`config.mk`:
```
export PLATFORM = sky130hd
export DESIGN_NAME = timed_window_motor_positioner_core
export DESIGN_NICKNAME = d
export VERILOG_FILES = /design/src/sv/twmp_pkg.sv /design/src/sv/twmp_div.sv /design/src/sv/twmp_dpath.sv /design/src/sv/twmp_ctrl.sv /design/src/sv/timed_window_motor_positioner_core.sv
export SDC_FILE = /design/constraint.sdc
export NUM_CORES = 1
export LEC_CHECK = 0
export BUFFER_PORTS_ARGS = -buffer_cell sky130_fd_sc_hd__buf_4
export CORE_MARGIN = 3
export CORE_UTILIZATION = 40
export CTS_CLUSTER_DIAMETER = 200
export DETAILED_ROUTE_END_ITERATION = 16
export PLACE_DENSITY = 0.6
export REMOVE_ABC_BUFFERS = 1
export SLEW_MARGIN = 0
export SYNTH_ARGS = -nofsm -noshare
export SYNTH_HDL_FRONTEND = slang
export SYNTH_HIERARCHICAL = 1
export SYNTH_SLANG_ARGS = --single-unit
```
`constraint.sdc`:
```
create_clock -name i_clk -period 17.5 [get_ports i_clk]
set_input_delay 0.875 -clock i_clk [delete_from_list [all_inputs] [get_ports i_clk]]
set_output_delay 0.875 -clock i_clk [all_outputs]
set_load 0.005 [all_outputs]
```
`src/sv/twmp_pkg.sv`:
```
// Package for the timed window motor positioner: field widths, codes, motion states,
// the controller state type and the command/status words between controller and datapath.
// No dependencies.
`timescale 1ns / 1ps

package twmp_pkg;

    localparam int unsigned TICK_MS_DEF = 10;

    localparam int unsigned TRAVEL_W   = 16;
    localparam int unsigned DUTY_W     = 10;
    localparam int unsigned POS_W      = 7;
    localparam int unsigned ELAPSED_W  = 20;
    localparam int unsigned PCT_W      = 8;
    localparam int unsigned CFG_IDX_W  = 2;
    localparam int unsigned CFG_DATA_W = 16;

    // Serial divider sizing. Every dividend stays below divisor * 2**QUOT_W.
    localparam int unsigned DIVIDEND_W = 23;
    localparam int unsigned QUOT_W     = 16;
    localparam int unsigned DIV_STEPS  = QUOT_W;

    localparam logic [POS_W-1:0]  FULL_POS     = 7'd100;
    localparam logic [POS_W-1:0]  PINCH_TARGET = 7'd70;
    localparam logic [DUTY_W-1:0] DUTY_MAX     = 10'd1000;
    localparam logic [PCT_W-1:0]  PCT_MAX      = 8'd100;

    localparam logic [CFG_IDX_W-1:0] REG_OPEN_TRAVEL  = 2'd0;
    localparam logic [CFG_IDX_W-1:0] REG_CLOSE_TRAVEL = 2'd1;
    localparam logic [CFG_IDX_W-1:0] REG_DRIVE_DUTY   = 2'd2;

    localparam logic OP_TICK = 1'b0;
    localparam logic OP_EVAL = 1'b1;

    localparam logic [1:0] BTN_OPEN   = 2'd0;
    localparam logic [1:0] BTN_CLOSE  = 2'd2;
    localparam logic [1:0] SDIR_CLOSE = 2'd1;
    localparam logic [1:0] SDIR_OPEN  = 2'd2;

    typedef enum logic [1:0] {
        MOT_STOP  = 2'd0,
        MOT_CLOSE = 2'd1,
        MOT_OPEN  = 2'd2
    } t_motion;

    typedef enum logic [2:0] {
        ST_IDLE,
        ST_DECIDE,
        ST_CHECK,
        ST_DIVIDE,
        ST_OUTPUT
    } t_state;

    typedef struct packed {
        logic accept;
        logic tick_add;
        logic tick_chk;
        logic eval;
        logic apply_q;
        logic out_load;
    } t_cmd;

    typedef struct packed {
        logic op;
        logic moving;
        logic tick_sat;
        logic eval_move;
        logic div_done;
        logic out_free;
    } t_sts;

endpackage

```
`src/sv/twmp_div.sv`:
```
// Restoring serial divider, one quotient bit per cycle.
// Depends on twmp_pkg for operand widths and step count.
`timescale 1ns / 1ps

module twmp_div (
    input  logic                            i_clk,
    input  logic                            i_rst_n,
    input  logic                            i_start,
    input  logic [twmp_pkg::DIVIDEND_W-1:0] i_dividend,
    input  logic [twmp_pkg::TRAVEL_W-1:0]   i_divisor,
    output logic                            o_done,
    output logic [twmp_pkg::QUOT_W-1:0]     o_quot
);
    import twmp_pkg::*;

    localparam int unsigned DSH_W = TRAVEL_W + QUOT_W - 1;
    localparam int unsigned CNT_W = $clog2(DIV_STEPS + 1);

    logic [DIVIDEND_W-1:0] r_rem;
    logic [DSH_W-1:0]      r_dsh;
    logic [QUOT_W-1:0]     r_quot;
    logic [CNT_W-1:0]      r_cnt;
    logic                  r_busy;
    logic                  fits;

    assign fits   = {{(DSH_W-DIVIDEND_W){1'b0}}, r_rem} >= r_dsh;
    assign o_done = r_busy && (r_cnt == '0);
    assign o_quot = r_quot;

    always_ff @(posedge i_clk) begin
        if (!i_rst_n) begin
            r_busy <= 1'b0;
            r_cnt  <= '0;
        end else if (i_start) begin
            r_busy <= 1'b1;
            r_cnt  <= CNT_W'(DIV_STEPS);
        end else if (r_busy) begin
            if (r_cnt == '0) begin
                r_busy <= 1'b0;
            end else begin
                r_cnt <= r_cnt - 1'b1;
            end
        end
    end

    always_ff @(posedge i_clk) begin
        if (i_start) begin
            r_rem  <= i_dividend;
            r_dsh  <= {i_divisor, {(QUOT_W-1){1'b0}}};
            r_quot <= '0;
        end else if (r_busy && (r_cnt != '0)) begin
            if (fits) begin
                r_rem <= r_rem - r_dsh[DIVIDEND_W-1:0];
            end
            r_quot <= {r_quot[QUOT_W-2:0], fits};
            r_dsh  <= r_dsh >> 1;
        end
    end

endmodule

```
`src/sv/twmp_dpath.sv`:
```
// Datapath: configuration registers, position and timing state, event latches,
// decision logic, the serial divider and the output register. Uses twmp_pkg and twmp_div.
`timescale 1ns / 1ps

module twmp_dpath #(
    parameter int unsigned TICK_MS = twmp_pkg::TICK_MS_DEF
) (
    input  logic                            i_clk,
    input  logic                            i_rst_n,
    input  twmp_pkg::t_cmd                  i_cmd,
    output twmp_pkg::t_sts                  o_sts,
    input  logic                            i_cfg_we,
    input  logic [twmp_pkg::CFG_IDX_W-1:0]  i_cfg_index,
    input  logic [twmp_pkg::CFG_DATA_W-1:0] i_cfg_data,
    input  logic                            i_op,
    input  logic                            i_pinch_arrives,
    input  logic                            i_pinch_level,
    input  logic                            i_driver_arrives,
    input  logic [1:0]                      i_driver_button,
    input  logic                            i_smart_arrives,
    input  logic [1:0]                      i_smart_direction,
    input  logic [twmp_pkg::PCT_W-1:0]      i_smart_percent,
    input  logic                            i_power_on,
    input  logic                            i_out_stall,
    output logic                            o_out_valid,
    output logic [1:0]                      o_motion,
    output logic                            o_direction_pin,
    output logic [twmp_pkg::DUTY_W-1:0]     o_pwm_compare,
    output logic [twmp_pkg::POS_W-1:0]      o_position
);
    import twmp_pkg::*;

    logic [TRAVEL_W-1:0]   r_open_travel;
    logic [TRAVEL_W-1:0]   r_close_travel;
    logic [DUTY_W-1:0]     r_duty;
    t_motion               r_motion;
    logic [ELAPSED_W-1:0]  r_elapsed;
    logic [POS_W-1:0]      r_pos;
    logic [POS_W-1:0]      r_target;
    logic [2:0]            r_pend;
    logic                  r_pinch_level;
    logic [1:0]            r_button;
    logic [1:0]            r_sdir;
    logic [PCT_W-1:0]      r_spct;
    logic                  r_dir;
    logic                  r_op;
    logic                  r_power;
    logic                  r_div_move;
    logic                  r_out_valid;
    logic [1:0]            r_out_motion;
    logic                  r_out_dir;
    logic [DUTY_W-1:0]     r_out_pwm;
    logic [POS_W-1:0]      r_out_pos;

    logic [TRAVEL_W-1:0]   open_div;
    logic [TRAVEL_W-1:0]   close_div;
    logic [TRAVEL_W-1:0]   sel_travel;
    logic [ELAPSED_W:0]    elapsed_sum;
    logic [ELAPSED_W-1:0]  elapsed_sat;
    logic                  tick_sat;
    logic                  opening;
    logic                  stopped;
    logic [DIVIDEND_W-1:0] tick_dividend;
    logic [DIVIDEND_W-1:0] move_dividend;
    logic [POS_W-1:0]      frac;
    logic [POS_W-1:0]      new_pos;
    logic                  tick_halt;
    logic                  tick_apply;
    logic [DUTY_W-1:0]     duty_lim;
    logic [POS_W-1:0]      pct_clamped;
    logic [2:0]            e_clear;
    logic                  e_halt;
    logic                  e_open;
    logic                  e_close;
    logic [POS_W-1:0]      e_target;
    logic                  div_start;
    logic [DIVIDEND_W-1:0] div_dividend;
    logic [TRAVEL_W-1:0]   div_divisor;
    logic                  div_done;
    logic [QUOT_W-1:0]     div_quot;

    assign open_div   = (r_open_travel == '0) ? TRAVEL_W'(1) : r_open_travel;
    assign close_div  = (r_close_travel == '0) ? TRAVEL_W'(1) : r_close_travel;
    assign opening    = (r_motion == MOT_OPEN);
    assign stopped    = (r_motion == MOT_STOP);
    assign sel_travel = opening ? open_div : close_div;

    assign elapsed_sum = {1'b0, r_elapsed} + (ELAPSED_W+1)'(TICK_MS);
    assign elapsed_sat = elapsed_sum[ELAPSED_W] ? '1 : elapsed_sum[ELAPSED_W-1:0];

    // The scaled fraction reaches full travel exactly when elapsed time reaches travel time,
    // so below that point elapsed time fits the travel width.
    assign tick_sat      = r_elapsed >= {{(ELAPSED_W-TRAVEL_W){1'b0}}, sel_travel};
    assign tick_dividend = DIVIDEND_W'(r_elapsed[TRAVEL_W-1:0]) * DIVIDEND_W'(FULL_POS);

    assign frac       = tick_sat ? FULL_POS : div_quot[POS_W-1:0];
    assign new_pos    = opening ? (FULL_POS - frac) : frac;
    assign tick_halt  = opening ? (new_pos <= r_target) : (new_pos >= r_target);
    assign tick_apply = (i_cmd.tick_chk && tick_sat) || (i_cmd.apply_q && !r_div_move);

    assign duty_lim    = (r_duty > DUTY_MAX) ? DUTY_MAX : r_duty;
    assign pct_clamped = (r_spct > PCT_MAX) ? FULL_POS : r_spct[POS_W-1:0];

    // At most one pending event is consumed per evaluation, pinch first. A pinch whose level is
    // low stays pending and lets the lower priorities through.
    always_comb begin
        e_clear  = 3'b000;
        e_halt   = 1'b0;
        e_open   = 1'b0;
        e_close  = 1'b0;
        e_target = r_target;
        if (r_pend[0] && r_pinch_level) begin
            e_clear  = 3'b001;
            e_open   = 1'b1;
            e_target = PINCH_TARGET;
        end else if (r_pend[1]) begin
            e_clear = 3'b010;
            case (r_button)
                BTN_OPEN: begin
                    e_open   = stopped;
                    e_target = '0;
                end
                BTN_CLOSE: begin
                    e_close  = stopped;
                    e_target = FULL_POS;
                end
                default: e_halt = 1'b1;
            endcase
        end else if (r_pend[2]) begin
            e_clear  = 3'b100;
            e_target = pct_clamped;
            case (r_sdir)
                SDIR_OPEN:  e_open  = stopped;
                SDIR_CLOSE: e_close = stopped;
                default:    ;
            endcase
        end else begin
            e_halt = !r_power;
        end
    end

    assign move_dividend = e_open ? (DIVIDEND_W'(FULL_POS - r_pos) * DIVIDEND_W'(r_open_travel))
                                  : (DIVIDEND_W'(r_pos) * DIVIDEND_W'(r_close_travel));

    assign div_start    = (i_cmd.eval && (e_open || e_close)) || (i_cmd.tick_chk && !tick_sat);
    assign div_dividend = i_cmd.eval ? move_dividend : tick_dividend;
    assign div_divisor  = i_cmd.eval ? TRAVEL_W'(FULL_POS) : sel_travel;

    twmp_div u_div (
        .i_clk      (i_clk),
        .i_rst_n    (i_rst_n),
        .i_start    (div_start),
        .i_dividend (div_dividend),
        .i_divisor  (div_divisor),
        .o_done     (div_done),
        .o_quot     (div_quot)
    );

    always_ff @(posedge i_clk) begin
        if (!i_rst_n) begin
            r_open_travel  <= TRAVEL_W'(5000);
            r_close_travel <= TRAVEL_W'(5000);
            r_duty         <= DUTY_W'(800);
            r_motion       <= MOT_STOP;
            r_elapsed      <= '0;
            r_pos          <= '0;
            r_target       <= FULL_POS;
            r_pend         <= 3'b000;
            r_pinch_level  <= 1'b0;
            r_button       <= '0;
            r_sdir         <= '0;
            r_spct         <= '0;
            r_dir          <= 1'b0;
            r_div_move     <= 1'b0;
            r_out_valid    <= 1'b0;
        end else begin
            if (i_cfg_we) begin
                unique case (i_cfg_index)
                    REG_OPEN_TRAVEL:  r_open_travel  <= i_cfg_data;
                    REG_CLOSE_TRAVEL: r_close_travel <= i_cfg_data;
                    REG_DRIVE_DUTY:   r_duty         <= i_cfg_data[DUTY_W-1:0];
                    default:          ;
                endcase
            end

            if (i_cmd.accept) begin
                if (i_pinch_arrives) begin
                    r_pend[0]     <= 1'b1;
                    r_pinch_level <= i_pinch_level;
                end
                if (i_driver_arrives) begin
                    r_pend[1] <= 1'b1;
                    r_button  <= i_driver_button;
                end
                if (i_smart_arrives) begin
                    r_pend[2] <= 1'b1;
                    r_sdir    <= i_smart_direction;
                    r_spct    <= i_smart_percent;
                end
            end

            if (i_cmd.tick_add) begin
                r_elapsed <= elapsed_sat;
            end

            if (i_cmd.tick_chk) begin
                r_div_move <= 1'b0;
            end

            if (tick_apply) begin
                r_pos <= new_pos;
                if (tick_halt) begin
                    r_motion  <= MOT_STOP;
                    r_elapsed <= '0;
                end
            end

            if (i_cmd.eval) begin
                r_pend     <= r_pend & ~e_clear;
                r_div_move <= 1'b1;
                if (e_halt) begin
                    r_motion  <= MOT_STOP;
                    r_elapsed <= '0;
                end
                if (e_open) begin
                    r_motion <= MOT_OPEN;
                    r_target <= e_target;
                    r_dir    <= 1'b1;
                end
                if (e_close) begin
                    r_motion <= MOT_CLOSE;
                    r_target <= e_target;
                    r_dir    <= 1'b0;
                end
            end

            if (i_cmd.apply_q && r_div_move) begin
                r_elapsed <= ELAPSED_W'(div_quot);
            end

            if (i_cmd.out_load) begin
                r_out_valid <= 1'b1;
            end else if (r_out_valid && !i_out_stall) begin
                r_out_valid <= 1'b0;
            end
        end
    end

    always_ff @(posedge i_clk) begin
        if (i_cmd.accept) begin
            r_op    <= i_op;
            r_power <= i_power_on;
        end
        if (i_cmd.out_load) begin
            r_out_motion <= r_motion;
            r_out_dir    <= r_dir;
            r_out_pwm    <= stopped ? '0 : duty_lim;
            r_out_pos    <= r_pos;
        end
    end

    assign o_sts.op        = r_op;
    assign o_sts.moving    = !stopped;
    assign o_sts.tick_sat  = tick_sat;
    assign o_sts.eval_move = e_open || e_close;
    assign o_sts.div_done  = div_done;
    assign o_sts.out_free  = !r_out_valid || !i_out_stall;

    assign o_out_valid     = r_out_valid;
    assign o_motion        = r_out_motion;
    assign o_direction_pin = r_out_dir;
    assign o_pwm_compare   = r_out_pwm;
    assign o_position      = r_out_pos;

endmodule

```
`src/sv/twmp_ctrl.sv`:
```
// Controller state machine: sequences acceptance, tick update, evaluation, division
// and result hand-off. Depends on twmp_pkg for the state, command and status types.
`timescale 1ns / 1ps

module twmp_ctrl (
    input  logic           i_clk,
    input  logic           i_rst_n,
    input  logic           i_in_valid,
    output logic           o_in_stall,
    input  twmp_pkg::t_sts i_sts,
    output twmp_pkg::t_cmd o_cmd
);
    import twmp_pkg::*;

    t_state r_state;
    t_state n_state;

    always_ff @(posedge i_clk) begin
        if (!i_rst_n) begin
            r_state <= ST_IDLE;
        end else begin
            r_state <= n_state;
        end
    end

    always_comb begin
        n_state = r_state;
        unique case (r_state)
            ST_IDLE: begin
                if (i_in_valid) n_state = ST_DECIDE;
            end
            ST_DECIDE: begin
                if (i_sts.op == OP_TICK) begin
                    n_state = i_sts.moving ? ST_CHECK : ST_OUTPUT;
                end else begin
                    n_state = i_sts.eval_move ? ST_DIVIDE : ST_OUTPUT;
                end
            end
            ST_CHECK: begin
                n_state = i_sts.tick_sat ? ST_OUTPUT : ST_DIVIDE;
            end
            ST_DIVIDE: begin
                if (i_sts.div_done) n_state = ST_OUTPUT;
            end
            ST_OUTPUT: begin
                if (i_sts.out_free) n_state = ST_IDLE;
            end
            default: n_state = ST_IDLE;
        endcase
    end

    always_comb begin
        o_cmd      = '0;
        o_in_stall = 1'b1;
        unique case (r_state)
            ST_IDLE: begin
                o_in_stall   = 1'b0;
                o_cmd.accept = i_in_valid;
            end
            ST_DECIDE: begin
                o_cmd.tick_add = (i_sts.op == OP_TICK) && i_sts.moving;
                o_cmd.eval     = (i_sts.op == OP_EVAL);
            end
            ST_CHECK:  o_cmd.tick_chk = 1'b1;
            ST_DIVIDE: o_cmd.apply_q  = i_sts.div_done;
            ST_OUTPUT: o_cmd.out_load = i_sts.out_free;
            default:   ;
        endcase
    end

endmodule

```
`src/sv/timed_window_motor_positioner_core.sv`:
```
// Top level of the timed window motor positioner: controller plus datapath.
// Depends on twmp_pkg, twmp_ctrl, twmp_dpath and twmp_div.
`timescale 1ns / 1ps

// One word in gives one result word out. Words are taken one at a time: a control
// evaluation that starts a move, and a tick of a moving motor whose estimate has not
// reached full travel, both run the 16-step restoring divider that scales elapsed time
// against travel time (or the start product by 100). Other words go from the decide state
// straight to output, a tick that reaches full travel by way of the check state.
// The input opens again in the cycle after the result is loaded; a result still stalled
// at the output holds the next one, and with it the input, until it is taken. A finished
// result waits in the output register while the next word is accepted. Configuration
// writes take effect at the clock edge of the write; pwm_compare reflects drive_duty,
// limited to 1000, at the moment the result is formed.
module timed_window_motor_positioner_core #(
    parameter int unsigned TICK_MS = twmp_pkg::TICK_MS_DEF
) (
    input  logic                            i_clk,
    input  logic                            i_rst_n,
    input  logic                            i_in_valid,
    output logic                            o_in_stall,
    input  logic                            i_op,
    input  logic                            i_pinch_arrives,
    input  logic                            i_pinch_level,
    input  logic                            i_driver_arrives,
    input  logic [1:0]                      i_driver_button,
    input  logic                            i_smart_arrives,
    input  logic [1:0]                      i_smart_direction,
    input  logic [twmp_pkg::PCT_W-1:0]      i_smart_percent,
    input  logic                            i_power_on,
    output logic                            o_out_valid,
    input  logic                            i_out_stall,
    output logic [1:0]                      o_motion,
    output logic                            o_direction_pin,
    output logic [twmp_pkg::DUTY_W-1:0]     o_pwm_compare,
    output logic [twmp_pkg::POS_W-1:0]      o_position,
    input  logic                            i_cfg_we,
    input  logic [twmp_pkg::CFG_IDX_W-1:0]  i_cfg_index,
    input  logic [twmp_pkg::CFG_DATA_W-1:0] i_cfg_data
);
    import twmp_pkg::*;

    t_cmd cmd;
    t_sts sts;

    twmp_ctrl u_ctrl (
        .i_clk      (i_clk),
        .i_rst_n    (i_rst_n),
        .i_in_valid (i_in_valid),
        .o_in_stall (o_in_stall),
        .i_sts      (sts),
        .o_cmd      (cmd)
    );

    twmp_dpath #(
        .TICK_MS (TICK_MS)
    ) u_dpath (
        .i_clk             (i_clk),
        .i_rst_n           (i_rst_n),
        .i_cmd             (cmd),
        .o_sts             (sts),
        .i_cfg_we          (i_cfg_we),
        .i_cfg_index       (i_cfg_index),
        .i_cfg_data        (i_cfg_data),
        .i_op              (i_op),
        .i_pinch_arrives   (i_pinch_arrives),
        .i_pinch_level     (i_pinch_level),
        .i_driver_arrives  (i_driver_arrives),
        .i_driver_button   (i_driver_button),
        .i_smart_arrives   (i_smart_arrives),
        .i_smart_direction (i_smart_direction),
        .i_smart_percent   (i_smart_percent),
        .i_power_on        (i_power_on),
        .i_out_stall       (i_out_stall),
        .o_out_valid       (o_out_valid),
        .o_motion          (o_motion),
        .o_direction_pin   (o_direction_pin),
        .o_pwm_compare     (o_pwm_compare),
        .o_position        (o_position)
    );

    // An accepted word keeps the input side closed until its result is formed.
    a_accept_closes_input: assert property (@(posedge i_clk) disable iff (!i_rst_n)
        (i_in_valid && !o_in_stall) |=> o_in_stall)
        else $error("input accepted again before the previous word finished");

    // A new result only appears while a word is in progress.
    a_result_from_word: assert property (@(posedge i_clk) disable iff (!i_rst_n)
        $rose(o_out_valid) |-> $past(o_in_stall))
        else $error("result appeared without a word in progress");

    a_stopped_no_pwm: assert property (@(posedge i_clk) disable iff (!i_rst_n)
        (o_out_valid && (o_motion == MOT_STOP)) |-> (o_pwm_compare == '0))
        else $error("nonzero PWM compare reported while stopped");

    a_position_range: assert property (@(posedge i_clk) disable iff (!i_rst_n)
        o_out_valid |-> (o_position <= FULL_POS))
        else $error("position estimate beyond full travel");

endmodule

```
* After elaboration in Yosys (flattened, before gate mapping)
Index checks and enable logic that the tools add are counted.
** Storage, ports and cells
- Word-level logic and storage cells :: 206
- Register bits after elaboration :: 198
** Operators by class
- Eq/ne operators :: 14
- Multiply operators :: 3
- Bitwise logic cells :: 5
- Muxes and demuxes :: 84
- $add $sub $neg :: 5
- Reductions and logical operators :: 56
- Order comparisons :: 6
** Operators by type and width (count)
- 20-bit two-way mux :: 6
- 23-bit two-way mux :: 5
- 16-bit two-way mux :: 5
- 31-bit two-way mux :: 2
- 7-bit two-way mux :: 8
- 3-bit two-way mux :: 12
- 1-bit two-way mux :: 34
- 16-bit logical NOT :: 2
- 23-bit by 31-bit greater-or-equal comparator with 1-bit output :: 1
- 2-bit AND reduction :: 13
- 23-bit by 16-bit multiplier with 23-bit output :: 1
- 7-bit by 16-bit multiplier with 23-bit output :: 1
- 23-bit subtractor :: 1
- 20-bit by 4-bit adder with 21-bit output (second input constant) :: 1
- 16-bit by 5-bit multiplier with 21-bit output (second input constant) :: 1
- 20-bit by 16-bit greater-or-equal comparator with 1-bit output :: 1
- 2-bit nonzero test :: 10
- 5-bit two-way mux :: 3
- 3-bit case mux with 5 select lines :: 1
- 7-bit case mux with 2 select lines :: 1
- 2-bit two-way mux :: 6
- 10-bit > comparator (second input constant) :: 1
- 1-bit logical AND :: 10
- 10-bit two-way mux :: 1
- 24 further kinds :: 46

* Logic depth before layout (Yosys ltp)
- Depth after elaboration :: 15
- Mapped depth :: 27
- Mapped depth without buffers :: 25

* Cells and area by module
Netlist, hierarchy kept.
** Modules (own cells, without submodules)
- twmp_dpath :: area an instance 15347.2 um^2, times used 1, cells an instance 1862
- twmp_div :: area an instance 4222.8 um^2, times used 1, cells an instance 489
- twmp_ctrl :: area an instance 256.5 um^2, times used 1, cells an instance 33

* Least setup slack after synthesis
Ideal clock, no wire load.
- Kind :: flip-flop to flip-flop
- Start :: register u_dpath.r_pos[1]
- End :: register u_dpath.u_div.r_rem[22], data pin
- Arrival time :: 6.090 ns
- Period minus slack after synthesis :: 6.248 ns
- Library setup time :: 0.158 ns
- Data required time :: 17.342 ns
- Stages on the path, launching flop included :: 26
- Slack :: 11.252 ns
- Cell sequence :: dfxtp_1 > buf_4 > clkbuf_1 > inv_1 > ha_1 > nor2b_1 > nor2_1 > xnor2_1 > clkbuf_1 > nand2_1 > fa_1 > fa_1 > fa_1 > inv_1 > fa_1 > ha_1 > o21a_1 > o31a_1 > o31a_1 > nor4_4 > o21ai_2 > or4_1 > and3_1 > a311oi_2 > a211oi_1 > o211ai_1
** On the way
- Word-level cells in the longest chain between the ends :: 5
** Ends and longest elaborated chain
- start: declaration :: line twmp_dpath.sv:38 : logic [POS_W-1:0] r_pos;
- start signal: assignment :: line twmp_dpath.sv:211 : r_pos <= new_pos;
- 7-bit by 7-bit subtractor with 8-bit output :: line twmp_dpath.sv:142 : assign move_dividend = e_open ? (DIVIDEND_W'(FULL_POS - r_pos) * DIVIDEND_W'(r_open_travel))
- 23-bit by 16-bit multiplier with 23-bit output :: line twmp_dpath.sv:142
- 23-bit two-way mux (*) :: line twmp_dpath.sv:142
- 23-bit two-way mux (*) :: line twmp_dpath.sv:146 : assign div_dividend = i_cmd.eval ? move_dividend : tick_dividend;
- named net u_dpath.div_dividend[22] :: line twmp_dpath.sv:77 : logic [DIVIDEND_W-1:0] div_dividend;
- 23-bit two-way mux (*) :: line twmp_div.sv:47 : if (i_start) begin
- end signal: assignment :: line twmp_div.sv:48 : r_rem <= i_dividend;
- end signal: assignment :: line twmp_div.sv:53 : r_rem <= r_rem - r_dsh[DIVIDEND_W-1:0];
- end: declaration :: line twmp_div.sv:19 : logic [DIVIDEND_W-1:0] r_rem;
Mark *: on every way through the listed nets, which the timed path passes. The rest lies on a longest branch.
A chain may end at the register's enable or synchronous reset.

* Worst setup path in the final report
Ends and elaborated chain as after synthesis.

==> flow_summary_export.csv <==
group,metric,value,unit
timing,fmax,150,MHz
finish,final_cells,3035,
timing,hold_viol_final,0,
timing,whs,452,ps
clock_network,hold_buffers,0,
global_routing,antenna_found_initial,0,
flow_run,cap_viol_max_count,0,
finish,fillers,4789,
detailed_routing,dr.pass1.iters,5,
detailed_routing,postRouteAntennaNets,0,
detailed_routing,wirelength,54900,µm
global_routing,grt_pass1_wl,88700,µm
logic_synthesis,async_flop_share,0,
placement,dp_hpwl,42500,µm
detailed_routing,drc_errors,0,
setup_path,critPathKind,"reg -> reg",
setup_path,cp-start-kind,"flop",
placement,placed_area,20800,µm²
clock_network,clk_pin_slew,80,ps
detailed_routing,first_iter_violations,1207,
global_routing,grt_max_degree,74,
logic_synthesis,ys_types,81,
setup_path,endpoint_kind,"flop",
pwr,p_comb_frac,0.174,
setup_path,required,17830,ps
placement,pre_cts_ws,10880,ps
die,initial_core_util,0.410,
pwr,power.switching,322,µW
logic_synthesis,yosysWarnings,6,
pwr,p_per_area,51.7,nW/µm²
pwr,p_leak,9.86,nW
clock_network,clk_latency,490,ps
setup_path,crit_fanout,20,
worst_hold_path,hold_path.class,"reg -> reg",
die,io-pin-count,63,
pwr,total_power,1.11,mW
timing,setup_viol_count_final,0,
setup_path,r2r_cells,23,
clock_network,cts_buffers,17,
outcome,run_status,"finished clean",
placement,place_congestion,0.921,
pwr,switching_share,0.291,
clock_network,cts_setup_buffers,0,
pwr,p_int,784,µW
finish,finalInstanceArea,21400,µm²
pwr,ir_worst_vdd,0.0000857,V
finish,fin_util,0.442,
timing,fin_ws,10830,ps
worst_hold_path,whs_path_depth,2,
clock_network,ctsLongestPathBuffers,2,
timing,rsz0062_at_grt,"no",
logic_synthesis,dominantRegCellSynth,"dfxtp_1",
clock_network,cts_tree,"done",
detailed_routing,wl_per_cell,18.1,µm
logic_synthesis,synth_edf_count,61,
die,die_area,52300,µm²
timing,finalCritPeriodShare,0.381,
timing,relSlewSlack,0.264,
global_routing,grt_pass1_vias,16400,
finish,area_growth,7.90,%
detailed_routing,via_per_inst,5.32,
setup_path,critical_path_arrival,7000,ps
placement,io_buffers,62,
global_routing,overflow,0,
die,die_h,229,µm
timing,worst_pin_slew,1100,ps
die,rows,80,
die,chipWidth,229,µm
logic_synthesis,synth-seq-area-share,0.231,
clock_network,cts-resized-gates,0,
timing,fin_worst_skew,18.6,ps
pwr,power_frac_seq,0.453,
logic_synthesis,synth_seq_cells,198,
finish,num_antenna_cells,0,
pwr,clockPowerShare,0.373,
logic_synthesis,synth.most_common_cell,"nand2_1",
logic_synthesis,syn_area,19800,µm²
logic_synthesis,yosys.area.top_type,"fa_1",
finish,register_area,4570,µm²
global_routing,grt_usage,0.213,
detailed_routing,vias,16200,
logic_synthesis,synth_top_area_frac,0.168,
clock_network,cts_root_buf,"clkbuf_16",
clock_network,h-tree-depth,4,
clock_network,cts_sinks,198,
placement,placed_cells,3003,
timing,fin_crit,6670,ps
finish,multi_input_area,13700,µm²
timing,setup_tns,0,ps
finish,nets,2771,
timing,slew_viol_final,0,
die,core_area,48300,µm²
logic_synthesis,avgSynthCellArea,8.32,µm²
finish,drive_above_1_share,0.0719,
logic_synthesis,syn_inst,2384,
logic_synthesis,synth_area_leaders,"fa_1 (17%), dfxtp_1 (14%), ha_1 (12%), edfxtp_1 (9.2%), nand2_1 (8.4%)",
logic_synthesis,synth_commonest_cells,"nand2_1 (444), inv_1 (290), ha_1 (198)",
-- power by group through the flow --
stage	logic (mW)	clock network, mW	registers [mW]
final	0.192	0.412	0.501
after global routing	0.214	0.444	0.503
after CTS	0.193	0.427	0.500
after detailed placement	0.191	0	0.511
after global placement	0.189	0	0.510
after floorplan	0.129	0	0.505
-- registers in the layout (all words and copies together) (netlist names), 2 cells and up --
signal / count
u_dpath/u_div/r_cnt: 5
u_dpath/o_motion: 2
u_dpath/u_div/r_rem: 23
u_dpath/r_elapsed: 20
u_dpath/r_close_travel: 16
u_dpath/r_pos: 7
u_dpath/o_pwm_compare: 10
u_dpath/r_open_travel: 16
u_dpath/r_duty: 10
u_dpath/u_div/r_dsh: 31
u_dpath/r_spct: 8
u_dpath/r_motion: 2
u_dpath/r_target: 7
u_dpath/r_sdir: 2
u_dpath/r_button: 2
u_dpath/u_div/o_quot: 16
u_ctrl/r_state: 3
u_dpath/r_pend: 3
u_dpath/o_position: 7
-- worst max-delay path, stage by stage (launching register included) --
cell	delay, ps
dfxtp_1	830
inv_1	100
ha_1	230
nor2b_1	150
o31ai_1	90
xor2_1	140
buf_4	230
nand2_1	100
fa_1	500
fa_1	520
fa_1	550
inv_1	50
fa_1	470
ha_1	360
o21a_1	200
o31a_1	120
o31a_1	290
nor4_4	220
o21ai_2	160
or4_1	510
and3_1	210
a311oi_2	240
a211oi_1	110
o211ai_1	120
-- logic make-up (layout without fill, tap and decap cells) --
| logic type | count (synthesis) | after routing | share of synthesized area |
|---|---|---|---|
| AOI/OAI and AO/OA | 454 | 454 | 0.145 |
| xor gates and xnor gates | 93 | 93 | 0.0411 |
| adders and majority gates | 364 | 364 | 0.293 |
| buffers and inverters | 412 | 407 | 0.0806 |
| DFF | 198 | 198 | 0.231 |
| muxes | 18 | 18 | 0.00940 |
| and+or+nand+nor | 845 | 845 | 0.200 |
-- layout make-up --
cell class,count,area share
Clock buffer,22,0.0222
Timing Repair Buffer,84,0.0295
Inverter,291,0.0514
Clock inverter,10,0.00550
Multi-Input combinational cell,1774,0.639
Sequential cell,198,0.214
Tap cell,656,0.0384
-- routing by layer --
| layer | share of wire | up-vias | global-route usage | wire [µm] |
|---|---|---|---|---|
| li1 | - | 7843 | - | - |
| met1 | 0.45 | 7833 | 0.279 | 24700 |
| met2 | 0.47 | 401 | 0.360 | 26000 |
| met3 | 0.048 | 76 | 0.0320 | 2630 |
| met4 | 0.030 | 0 | 0.0726 | 1630 |
| met5 | 0 | - | 0 | 0 |
-- layout by cell type (no fill, tap or decap), types with 16 or more instances in the layout --
cell         n
nor2_1      92
inv_1      289
a31oi_1     25
nor2b_1     17
clkbuf_16   18
nand2b_1    25
o21ai_2     19
nand3_1     42
xor2_1      39
a21oi_1    165
fa_1       166
o21ai_0     82
edfxtp_1    61
ha_1       198
a21o_1      34
dfxtp_1    137
and2_1     116
buf_4       84
xnor2_1     54
and3_1      16
nand2_1    444
-- path summary, 6_finish.rpt --
kind / start / endpoint / slack, ps
max: u_dpath/r_pos[1] / u_dpath/u_div/r_rem[22] / 10830
min: u_dpath/u_div/o_quot[15] / u_dpath/r_elapsed[15] / 450
max reg2reg: u_dpath/r_pos[1] / u_dpath/u_div/r_rem[22] / 10830
min reg2reg: u_dpath/u_div/o_quot[15] / u_dpath/r_elapsed[15] / 450
Power figures use the tool's default switching activity.
